### src/sv/touch_position_dead_band_macros.svh
// ----------------------------------------------------------------------------
// touch position dead band: assertion macros
// shared concurrent check forms, clocked on the rising edge, reset masked
// ----------------------------------------------------------------------------
`ifndef TOUCH_POSITION_DEAD_BAND_MACROS_SVH
`define TOUCH_POSITION_DEAD_BAND_MACROS_SVH

// same-cycle implication
`define TPDB_ASSERT_NOW(label, clk, rst_n, ante, cons, msg) \
    label: assert property (@(posedge clk) disable iff (!rst_n) (ante) |-> (cons)) \
        else $error(msg);

// next-cycle implication
`define TPDB_ASSERT_NEXT(label, clk, rst_n, ante, cons, msg) \
    label: assert property (@(posedge clk) disable iff (!rst_n) (ante) |=> (cons)) \
        else $error(msg);

`endif

### src/sv/tpdb_pkg.sv
// ----------------------------------------------------------------------------
// tpdb_pkg
// shared types and constants of the touch position dead band block
// ----------------------------------------------------------------------------
package tpdb_pkg;

    // coordinate and register widths
    localparam int COORD_BITS = 12;
    localparam int CFG_BITS   = 12;

    // configuration register indexes
    localparam logic CFG_X_LIMIT = 1'b0;
    localparam logic CFG_Y_LIMIT = 1'b1;

    // configuration reset values
    localparam logic [CFG_BITS-1:0] X_LIMIT_RST = 12'd240;
    localparam logic [CFG_BITS-1:0] Y_LIMIT_RST = 12'd320;

    // calibration constants
    localparam logic [11:0] Y_OFFSET     = 12'd360;
    localparam logic [11:0] X_BRANCH     = 12'd3000;
    localparam logic [11:0] X_MIRROR_LO  = 12'd3870;
    localparam logic [11:0] X_MIRROR_HI  = 12'd3800;
    localparam logic [12:0] DEAD_BAND    = 13'd5;

    // reciprocal multipliers: floor(v/q) == (v*m) >> 16 for v below 4096
    localparam int          RECIP_SHIFT  = 16;
    localparam logic [12:0] RECIP_DIV11  = 13'd5958;
    localparam logic [12:0] RECIP_DIV15  = 13'd4370;

    // input item
    typedef struct packed {
        logic        touch_present;
        logic [31:0] sample_word;
    } t_in_item;

    // result item
    typedef struct packed {
        logic                  touch_detected;
        logic [COORD_BITS-1:0] pos_x;
        logic [COORD_BITS-1:0] pos_y;
    } t_out_item;

endpackage

### src/sv/tpdb_coord.sv
// ----------------------------------------------------------------------------
// tpdb_coord
// converts one packed raw sample into clamped screen coordinates
// ----------------------------------------------------------------------------
module tpdb_coord (
    input  logic [31:0]                       i_sample_word,
    input  logic [tpdb_pkg::CFG_BITS-1:0]     i_x_limit,
    input  logic [tpdb_pkg::CFG_BITS-1:0]     i_y_limit,
    output logic [tpdb_pkg::COORD_BITS-1:0]   o_new_x,
    output logic [tpdb_pkg::COORD_BITS-1:0]   o_new_y
);

    logic [11:0] raw_x;
    logic [11:0] raw_y;
    logic [11:0] off_y;
    logic [11:0] mir_x;
    logic [24:0] prod_y;
    logic [24:0] prod_x;
    logic [11:0] div_y;
    logic [11:0] div_x;

    // clamp to limit minus one, a zero limit acting as one
    function automatic logic [11:0] clamp_lim(input logic [11:0] v, input logic [11:0] lim);
        logic [11:0] res;
        res = v;
        if (lim == 12'd0) begin
            res = 12'd0;
        end else if (v >= lim) begin
            res = lim - 12'd1;
        end
        return res;
    endfunction

    // unpack raw fields
    assign raw_x = i_sample_word[31:20];
    assign raw_y = i_sample_word[19:8];

    // y offset with floor at zero
    assign off_y = (raw_y >= tpdb_pkg::Y_OFFSET) ? (raw_y - tpdb_pkg::Y_OFFSET) : 12'd0;

    // x mirror, branch on raw value, floor at zero
    always_comb begin
        if (raw_x <= tpdb_pkg::X_BRANCH) begin
            mir_x = tpdb_pkg::X_MIRROR_LO - raw_x;
        end else if (raw_x <= tpdb_pkg::X_MIRROR_HI) begin
            mir_x = tpdb_pkg::X_MIRROR_HI - raw_x;
        end else begin
            mir_x = 12'd0;
        end
    end

    // constant divides by reciprocal multiply
    assign prod_y = {1'b0, off_y} * {12'd0, tpdb_pkg::RECIP_DIV11};
    assign prod_x = {1'b0, mir_x} * {12'd0, tpdb_pkg::RECIP_DIV15};
    assign div_y  = {3'd0, prod_y[24:tpdb_pkg::RECIP_SHIFT]};
    assign div_x  = {3'd0, prod_x[24:tpdb_pkg::RECIP_SHIFT]};

    // screen limits
    assign o_new_x = clamp_lim(div_x, i_x_limit);
    assign o_new_y = clamp_lim(div_y, i_y_limit);

endmodule

### src/sv/touch_position_dead_band.sv
// ----------------------------------------------------------------------------
// touch_position_dead_band
// turns touch samples into screen coordinates held behind a dead band
// ----------------------------------------------------------------------------
// Input channel: one touch sample per transfer (touch flag and packed word,
// raw X in bits 31:20, raw Y in bits 19:8). Output channel: one result per
// sample, carrying the touch flag and the held position.
// Configuration: plain write port, index 0 sets the X limit, index 1 the Y
// limit; the user must write them only while the block is idle, as the block itself does not enforce it.
// A sample passes the input register, then the result register, before output
// valid rises. Throughput: one sample per cycle while the output is not held,
// set by the single pass of conversion and dead-band compare between the two
// registers.
// The held position is updated only on a touch sample whose Manhattan
// distance from it exceeds five pixels; it feeds the next sample directly.
// Reset: limits return to 240 and 320, held position to zero, both stages
// empty.
// Stall: while the output is held the result waits in its register; one more
// sample is still taken into the input register, then input ready drops.
// ----------------------------------------------------------------------------
`include "touch_position_dead_band_macros.svh"

module touch_position_dead_band (
    input  logic                 i_clk,
    input  logic                 i_rst_n,
    // configuration port
    input  logic                 i_cfg_we,
    input  logic                 i_cfg_index,
    input  logic [11:0]          i_cfg_data,
    // sample channel
    input  logic                 i_in_valid,
    output logic                 o_in_ready,
    input  tpdb_pkg::t_in_item   i_in_item,
    // result channel
    output logic                 o_out_valid,
    input  logic                 i_out_ready,
    output tpdb_pkg::t_out_item  o_out_item
);

    logic [tpdb_pkg::CFG_BITS-1:0]   r_x_limit;
    logic [tpdb_pkg::CFG_BITS-1:0]   r_y_limit;
    logic                            r_s1_valid;
    tpdb_pkg::t_in_item              r_s1;
    logic                            r_out_valid;
    tpdb_pkg::t_out_item             r_out;
    logic [tpdb_pkg::COORD_BITS-1:0] r_held_x;
    logic [tpdb_pkg::COORD_BITS-1:0] r_held_y;
    logic [tpdb_pkg::COORD_BITS-1:0] n_held_x;
    logic [tpdb_pkg::COORD_BITS-1:0] n_held_y;

    logic                            s1_adv;
    logic                            in_xfer;
    logic [tpdb_pkg::COORD_BITS-1:0] new_x;
    logic [tpdb_pkg::COORD_BITS-1:0] new_y;
    logic [tpdb_pkg::COORD_BITS-1:0] dx;
    logic [tpdb_pkg::COORD_BITS-1:0] dy;
    logic [tpdb_pkg::COORD_BITS:0]   manhattan;
    logic                            take_new;

    // handshake: stage one moves when the result register is free or drained
    assign s1_adv      = !r_out_valid || i_out_ready;
    assign o_in_ready  = !r_s1_valid || s1_adv;
    assign in_xfer     = i_in_valid && o_in_ready;
    assign o_out_valid = r_out_valid;
    assign o_out_item  = r_out;

    // configuration registers
    always_ff @(posedge i_clk) begin
        if (!i_rst_n) begin
            r_x_limit <= tpdb_pkg::X_LIMIT_RST;
            r_y_limit <= tpdb_pkg::Y_LIMIT_RST;
        end else if (i_cfg_we) begin
            case (i_cfg_index)
                tpdb_pkg::CFG_X_LIMIT: r_x_limit <= i_cfg_data;
                tpdb_pkg::CFG_Y_LIMIT: r_y_limit <= i_cfg_data;
                default: ;
            endcase
        end
    end

    // coordinate conversion
    tpdb_coord u_coord (
        .i_sample_word (r_s1.sample_word),
        .i_x_limit     (r_x_limit),
        .i_y_limit     (r_y_limit),
        .o_new_x       (new_x),
        .o_new_y       (new_y)
    );

    // dead band against the held position
    assign dx        = (new_x > r_held_x) ? (new_x - r_held_x) : (r_held_x - new_x);
    assign dy        = (new_y > r_held_y) ? (new_y - r_held_y) : (r_held_y - new_y);
    assign manhattan = {1'b0, dx} + {1'b0, dy};
    assign take_new  = r_s1_valid && s1_adv && r_s1.touch_present
                       && (manhattan > tpdb_pkg::DEAD_BAND);
    assign n_held_x  = take_new ? new_x : r_held_x;
    assign n_held_y  = take_new ? new_y : r_held_y;

    // input register
    always_ff @(posedge i_clk) begin
        if (!i_rst_n) begin
            r_s1_valid <= 1'b0;
        end else if (o_in_ready) begin
            r_s1_valid <= i_in_valid;
        end
        if (in_xfer) begin
            r_s1 <= i_in_item;
        end
    end

    // held position
    always_ff @(posedge i_clk) begin
        if (!i_rst_n) begin
            r_held_x <= '0;
            r_held_y <= '0;
        end else begin
            r_held_x <= n_held_x;
            r_held_y <= n_held_y;
        end
    end

    // result register
    always_ff @(posedge i_clk) begin
        if (!i_rst_n) begin
            r_out_valid <= 1'b0;
        end else if (s1_adv) begin
            r_out_valid <= r_s1_valid;
        end
        if (s1_adv && r_s1_valid) begin
            r_out.touch_detected <= r_s1.touch_present;
            r_out.pos_x          <= n_held_x;
            r_out.pos_y          <= n_held_y;
        end
    end

    // checks
    `TPDB_ASSERT_NEXT(a_held_only_on_touch, i_clk, i_rst_n, !(s1_adv && r_s1_valid && r_s1.touch_present), $stable(r_held_x) && $stable(r_held_y), "held position moved without a touch transfer")
    `TPDB_ASSERT_NOW(a_out_matches_held, i_clk, i_rst_n, r_out_valid, (r_out.pos_x == r_held_x) && (r_out.pos_y == r_held_y), "pending result differs from held position")
    `TPDB_ASSERT_NEXT(a_stage_moves_to_out, i_clk, i_rst_n, s1_adv && r_s1_valid, r_out_valid, "stage one advanced without filling the result register")

endmodule

### config.mk
export PLATFORM = sky130hd
export DESIGN_NAME = touch_position_dead_band
export DESIGN_NICKNAME = d
export VERILOG_FILES = /design/src/sv/tpdb_pkg.sv /design/src/sv/tpdb_coord.sv /design/src/sv/touch_position_dead_band.sv
export VERILOG_INCLUDE_DIRS = /design/src /design/src/sv
export SDC_FILE = /design/constraint.sdc
export NUM_CORES = 1
export LEC_CHECK = 0
export BUFFER_PORTS_ARGS = -buffer_cell sky130_fd_sc_hd__buf_2
export CAP_MARGIN = 20
export CORE_MARGIN = 10
export CORE_UTILIZATION = 30
export CTS_CLUSTER_SIZE = 12
export DETAILED_ROUTE_END_ITERATION = 12
export GPL_TIMING_DRIVEN = 0
export PLACE_DENSITY = 0.48
export SYNTH_ARGS = -nofsm -noshare
export SYNTH_HDL_FRONTEND = slang
export SYNTH_SLANG_ARGS = --single-unit
export TNS_END_PERCENT = 5
### constraint.sdc
create_clock -name i_clk -period 13.2 [get_ports i_clk]
set_input_delay 2.64 -clock i_clk [delete_from_list [all_inputs] [get_ports i_clk]]
set_output_delay 2.64 -clock i_clk [all_outputs]
set_load 0.01 [all_outputs]
After elaboration in Yosys (flattened, before gate mapping)
Cells that the tools add are included.
{ "word_totals": {"output_inout_bits": 27, "ff_bits": 108, "inputBits": 51, "word_cells": 55} }
{ "op_classes": {"muxes": 11, "reduce_logical": 12, "n_bitwise": 1, "addsub": 10, "magnitude_cmp": 8, "multipliers": 2} }
{ "op_table": {"columns": ["operator", "n"], "rows": [
  ["$mux 12", 11],
  ["$mul 12x12->24 const B", 2],
  ["$sub 12x12->12", 4],
  ["$ge 9x12->1", 2],
  ["$gt 12x12->1", 2],
  ["$le 12x12->1 const B", 2],
  ["$logic_not 12->1", 2],
  ["$sub 12x1->12 const B", 2],
  ["$sub 12x12->12 const A", 2],
  ["$add 12x12->13", 1],
  ["$gt 13x3->1 const B", 1],
  ["$ge 12x9->1 const B", 1],
  ["$sub 12x9->12 const B", 1],
  ["$logic_and 1x1->1", 4],
  ["$reduce_and 2->1", 2],
  ["$logic_not 1->1", 2],
  ["$logic_or 1x1->1", 2],
  ["$not 1->1", 1]
]} }

Depth between registers and ports, before layout
{ "depth": {"word_depth": 13, "ltp_mapped": 58, "mapped_depth_nobuf": 54} }

Hierarchy
From an unflattened synthesis, not the netlist that was laid out.
{ "unflattened": {"hier_cells": 1489, "hier_area_um2": 13008.7} }
{ "by_module_without_submodules": {"columns": ["module", "n_inst", "seq_area_each_um2", "cells_each", "area_per_inst_um2"], "rows": [
  ["touch_position_dead_band", 1, 2742.6, 782, 7319.5],
  ["tpdb_coord", 1, 0.0, 707, 5689.2]
]} }

Worst setup path after synthesis
OpenSTA, ideal clock, no wires.
{ "synth_timing": {"path_type": "reg2reg", "startpoint": "register r_s1[11] in the netlist's numbering", "endpoint": "register r_out (netlist bit o_out_item[19]) (data pin)", "slack_ns": 1.826, "stages_incl_launch_ff": 53, "setup_time_ns": 0.264, "n_path_buf": 3, "arrival_ns": 11.110, "synth_period_minus_slack_ns": 11.374, "required_time_ns": 12.936, "cell_sequence": "edfxtp_1 -> inv_1 -> nand2_1 -> a31oi_1 -> nand2b_1 -> nand2b_1 -> nor3_1 -> clkbuf_1 -> nor2b_1 -> ha_1 -> inv_1 -> fa_1 -> inv_1 -> fa_1 -> fa_1 -> inv_1 -> fa_1 -> inv_1 -> [17 not listed] -> a21oi_1 -> o21bai_1 -> a41oi_1 -> a21oi_1 -> o31ai_4 -> mux2_1 -> a32oi_1 -> o21ai_1 -> xor2_1 -> ha_1 -> or4_1 -> nor3_1 -> o21ai_0 -> nor2_1 -> a21oi_1 -> clkbuf_1 -> a221oi_1 -> inv_1"} }
{ "synth_between": {"elab_chain_cells": 12, "word_cells_on_any_way": 15, "classes_between": "4 x add/sub; 1 x mul; 4 x order compare; 5 x mux; 1 x reduce/logical"} }
{ "synth_lines": {"columns": ["item", "line_no", "source"], "rows": [
  ["start: declaration", "touch_position_dead_band.sv:43", "tpdb_pkg::t_in_item r_s1;"],
  ["start signal: assignment", "touch_position_dead_band.sv:107", "r_s1 <= i_in_item;"],
  ["$sub 12x9->12 / $ge 12x9->1 (equally long branches)", "tpdb_coord.sv:39", "assign off_y = (raw_y >= tpdb_pkg::Y_OFFSET) ? (raw_y - tpdb_pkg::Y_OFFSET) : 12'd0;"],
  ["$mux 12 (*)", "tpdb_coord.sv:39", null],
  ["$mul 12x12->24 (*)", "tpdb_coord.sv:53", "assign prod_y = {1'b0, off_y} * {12'd0, tpdb_pkg::RECIP_DIV11};"],
  ["$ge 9x12->1", "tpdb_coord.sv:28", "end else if (v >= lim) begin"],
  ["$mux 12 (*)", "tpdb_coord.sv:28", null],
  ["$mux 12 (*)", "tpdb_coord.sv:26", "if (lim == 12'd0) begin"],
  ["$sub 12x12->12 / $gt 12x12->1 (equally long branches)", "touch_position_dead_band.sv:92", "assign dy = (new_y > r_held_y) ? (new_y - r_held_y) : (r_held_y - new_y);"],
  ["$mux 12 (*)", "touch_position_dead_band.sv:92", null],
  ["$add 12x12->13 (*)", "touch_position_dead_band.sv:93", "assign manhattan = {1'b0, dx} + {1'b0, dy};"],
  ["$gt 13x3->1 (*)", "touch_position_dead_band.sv:95", "&& (manhattan > tpdb_pkg::DEAD_BAND);"],
  ["$logic_and 1x1->1 (*)", "touch_position_dead_band.sv:95", null],
  ["$mux 12 (*)", "touch_position_dead_band.sv:96", "assign n_held_x = take_new ? new_x : r_held_x;"],
  ["net n_held_x, one bit", "touch_position_dead_band.sv:48", "logic [tpdb_pkg::COORD_BITS-1:0] n_held_x;"],
  ["end: declaration", "touch_position_dead_band.sv:45", "tpdb_pkg::t_out_item r_out;"]
]} }
The timed path passes the listed nets; every way through them passes the cells marked *.
A chain may end at the register's enable or synchronous reset.

Final worst setup path
{ "layout_timing": {"startpoint": "register r_s1[20] in the netlist's numbering", "endpoint": "register r_out (netlist bit o_out_item[19]) (data pin)"} }
{ "layout_between": {"elab_chain_cells": 13, "word_cells_on_any_way": 18, "classes_between": "5 x add/sub; 1 x mul; 5 x order compare; 6 x mux; 1 x reduce/logical"} }
{ "layout_lines": {"columns": ["item", "line_no", "source"], "rows": [
  ["$sub 12x12->12 / $le 12x12->1 (equally long branches)", "tpdb_coord.sv:46, tpdb_coord.sv:45", null],
  ["$mux 12", "tpdb_coord.sv:45", "end else if (raw_x <= tpdb_pkg::X_MIRROR_HI) begin"],
  ["$mux 12 (*)", "tpdb_coord.sv:43", "if (raw_x <= tpdb_pkg::X_BRANCH) begin"],
  ["$mul 12x12->24 (*)", "tpdb_coord.sv:54", "assign prod_x = {1'b0, mir_x} * {12'd0, tpdb_pkg::RECIP_DIV15};"],
  ["$ge 9x12->1", "tpdb_coord.sv:28", null],
  ["$mux 12 (*)", "tpdb_coord.sv:28", null],
  ["$mux 12 (*)", "tpdb_coord.sv:26", null],
  ["$sub 12x12->12 / $gt 12x12->1 (equally long branches)", "touch_position_dead_band.sv:91", "assign dx = (new_x > r_held_x) ? (new_x - r_held_x) : (r_held_x - new_x);"],
  ["$mux 12", "touch_position_dead_band.sv:91", null],
  ["$add 12x12->13", "touch_position_dead_band.sv:93", null],
  ["$gt 13x3->1", "touch_position_dead_band.sv:95", null],
  ["$logic_and 1x1->1", "touch_position_dead_band.sv:95", null],
  ["$mux 12 (*)", "touch_position_dead_band.sv:96", null],
  ["net n_held_x, one bit", "touch_position_dead_band.sv:48", null]
]} }
Marks and branches as above.

==> impl_results.md <==
- Vias in the first global route: approximately 9k
- Ys async rst share: 0
- WP data arrival: ~12000 ps
- Crit path from: r_s1[20]
- Via Count: slightly above 9k
- R2R depth: 52
- FILL cells: 4007
- CP required: 13320 ps
- First-pass GRT wire length: between 40000 and 50000 um
- Relative slew slack: 0.4255
- Mapped Area: approximately 12000 sq um
- Area of the multi-input gates: between 8000 and 9000 sq um
- Skew-Pair Late Insertion Delay: between 300 and 400 ps
- Critical path capture point: o_out_item[19]
- WL/cell: between 15 and 20 um
- Crit-path max cell delay: roughly 480 ps
- Maximum buffer depth of the clock tree: 2
- FMAX: slightly above 80 MHz
- Worst Hold Class: reg2reg
- Post-synthesis sequential area ratio: 0.2162
- Netlist cell types: between 70 and 80
- Buffers on Ports: 69
- Max-cap violations: 0
- Count of state elements after synthesis: 100
- CTS tree: built
- Initial Util: 0.3059
- Slowest-stage cell, CP: fa_1
- Clock root cell: clkbuf_16
- Final WL: 29830 um
- First-pass DRT Iterations: 5
- Overflow after GRT: 0
- Core Box Area: between 30000 and 40000 sq um
- Hold Fails Final Rpt: 0
- Tightest Pin Transition: 861.7 ps
- DIE AREA: approximately 47000 sq um
- IO Pins: 78
- DR iter-0 viols: 395
- Initial antenna violation count: 0
- Critical path peak fanout: 10
- Register area: approximately 2500 sq um
- Setup TNS Final: 0 ps
- Finish-stage setup viols: 0
- Most frequent CP cell: ha_1
- Layout cells sized above 1: 0.1074
- Area Growth Syn to Fin: 12.58%
- Fin crit share: 0.9270
- Number of synthesized flops with an enable pin: 50
- Crit Reg-Reg Endpoint: o_out_item[19]
- Final RePlAce weighted congestion: 0.8393
- Nets@finish: roughly 1.7k
- Antenna diode count: 0
- RSZ-0062 raised after global routing: no
- Die Ht: about 220 um
- Min Clock Period, post-route: about 12000 ps
- DRC viols: 0
- Skew final: ~20 ps
- Synthesized area per cell: approximately 8.7 sq um
- Chip width: about 220 um
- Post-route ant nets: 0
- CTS buffer count: 9
- Cts hold-fix bufs: 0
- DP Wirelength: 25200 um
- Drt via density: 4.787
- Largest net degree at the start of global routing: 27
- Sink Count: 100
- Post-Syn Instances: ~1.3k
- Slew Viols, Final: 0
- Critical path capture point type: register
- Startpoint Class: register
- Primary FF master, synth: edfxtp_1
- Synth warnings: 0
- Clk pin slew, worst setup/hold paths: approximately 80 ps
- CP Class: reg2reg
- Status: finished, final reports clean
- Global Route Usage Sum: 0.1274
- H-tree level count: 3
- Site Rows: 71
- FF-to-FF setup slack: approximately 960 ps
- RR Startpoint: r_s1[20]
[area by class of cell]
type,instances,share of cell area
Buffer,25,0.008545
Clock buffer,10,0.01757
Clock inverter,6,0.004800
Inverter,202,0.05818
Multi-Input combinational cell,1006,0.6381
Sequential cell,100,0.1920
Tap cell,511,0.04906
Timing Repair Buffer,75,0.03178
[registers in the layout (all words and copies together), names as in the netlist]
name	cells
r_held_x	12
o_out_item	25
r_y_limit	12
r_s1_valid	1
r_x_limit	12
r_held_y	12
o_out_valid	1
r_s1	25
[cells in the final DEF (no fill, tap or decap), drive strengths merged, types with 5 or more instances in the layout]
| cell type | instances |
|---|---|
| ha | 226 |
| inv | 203 |
| nand2 | 127 |
| a21oi | 97 |
| buf | 82 |
| nor2 | 81 |
| edfxtp | 50 |
| dfxtp | 50 |
| fa | 49 |
| a21o | 39 |
| xnor2 | 35 |
| o21ai | 35 |
| clkbuf | 28 |
| nand3 | 27 |
| xor2 | 27 |
| nor3 | 24 |
| and2 | 22 |
| mux2i | 15 |
| o211ai | 14 |
| nor2b | 14 |
| a211oi | 14 |
| mux2 | 13 |
| and3 | 11 |
| nand4 | 10 |
| o21bai | 10 |
| nand2b | 10 |
| nor4 | 9 |
| o31ai | 9 |
| a31oi | 7 |
| or2 | 6 |
| o21a | 5 |
| o221ai | 5 |
| or3 | 5 |
| clkinv | 5 |
[metal layers]
metal / vias up / global-route usage / part of all wire
li1: 4780 / - / -
met1: 4323 / 0.1639 / 0.48
met2: 139 / 0.2171 / 0.48
met3: 20 / 0.02493 / 0.038
met4: 0 / 0.02494 / 0.010
met5: - / 0 / 0
[worst min-delay path by stage]
stage / start / endpoint / slack, ps / cells after the start
final: r_y_limit[5] / r_y_limit[5] / 460 / 2
after global routing: r_y_limit[4] / r_y_limit[4] / 480 / 2
after CTS: r_y_limit[5] / r_y_limit[5] / 460 / 2
after floorplan: r_s1[32] / o_out_item[24] / 430 / 0
after global placement: r_y_limit[4] / r_y_limit[4] / 450 / 2
after detailed placement: r_y_limit[5] / r_y_limit[5] / 450 / 2
[through the flow]
step                      setup WS (ps)  std cells  hold slack (ps)  cell area [sq um]    util
final                             963.1       1935            458.3              13030  0.3444
after global routing              19.28       1935            480.5              13030  0.3444
after CTS                         82.97       1934            462.7              12920  0.3415
after detailed placement         -588.2       1916            451.2              12610  0.3331
after global placement           -575.4       1914            448.4              12570  0.3321
after floorplan                    1826       1334            426.2              11580       -
[critical path: cells and delay by family, from the launching register on]
kind                     cells  cell delay [ps]
buffers and inverters        8             1250
AND/OR/NAND/NOR             11             2150
AO/OA/AOI/OAI               21             4650
XOR/XNOR                     3              560
multiplexers                 1              280
adder cells (fa/ha/maj)      8             2630
flip-flops                   1              460
[cell families (layout without fill, tap and decap cells)]
logic type / count (synthesis) / count (layout) / share of synthesized area
AND/OR/NAND/NOR: 356 / 356 / 0.1445
flip-flops: 100 / 100 / 0.2162
multiplexers: 28 / 28 / 0.02562
other: 2 / 4 / 0.0006488
AO/OA/AOI/OAI: 281 / 281 / 0.1620
XOR/XNOR: 62 / 62 / 0.04756
adder cells (fa/ha/maj): 275 / 275 / 0.3290
buffers and inverters: 228 / 318 / 0.07447
[cell usage after synthesis (7+ instances only)]
cell      number  area [sq um]
nor2b_1       14         87.58
and2_1        20         125.1
nand4_1       10         62.56
a211oi_1      11         82.58
nand2_1      127         476.7
mux2i_1       15         150.1
and3_1        11         68.82
mux2_2        12         135.1
xor2_1        27         236.5
o211ai_1      14         105.1
dfxtp_1       50          1001
nand3_1       27         135.1
nor4_1         9         56.30
ha_1         226          2828
clkbuf_1      20         75.07
fa_1          49         980.9
a21oi_1       95         475.5
a21o_1        39         292.8
xnor2_1       34         297.8
nand2b_1       9         56.30
o31ai_1        8         60.06
a31oi_1        7         43.79
nor3_1        24         120.1
o21ai_0       30         150.1
o21bai_1      10         75.07
edfxtp_1      50          1501
nor2_1        80         300.3
inv_1        201         754.5
[timing repair]
item | CTS | global route
resized for setup | 4 | 26
buffers inserted | 3 | 0
pin swaps | 1 | 0
endpoints found under the setup margin | 36 | 48
Power is left out: the tool's default activity adds up to more than one toggle a clock period on the data nets, which glitch-free logic cannot reach.
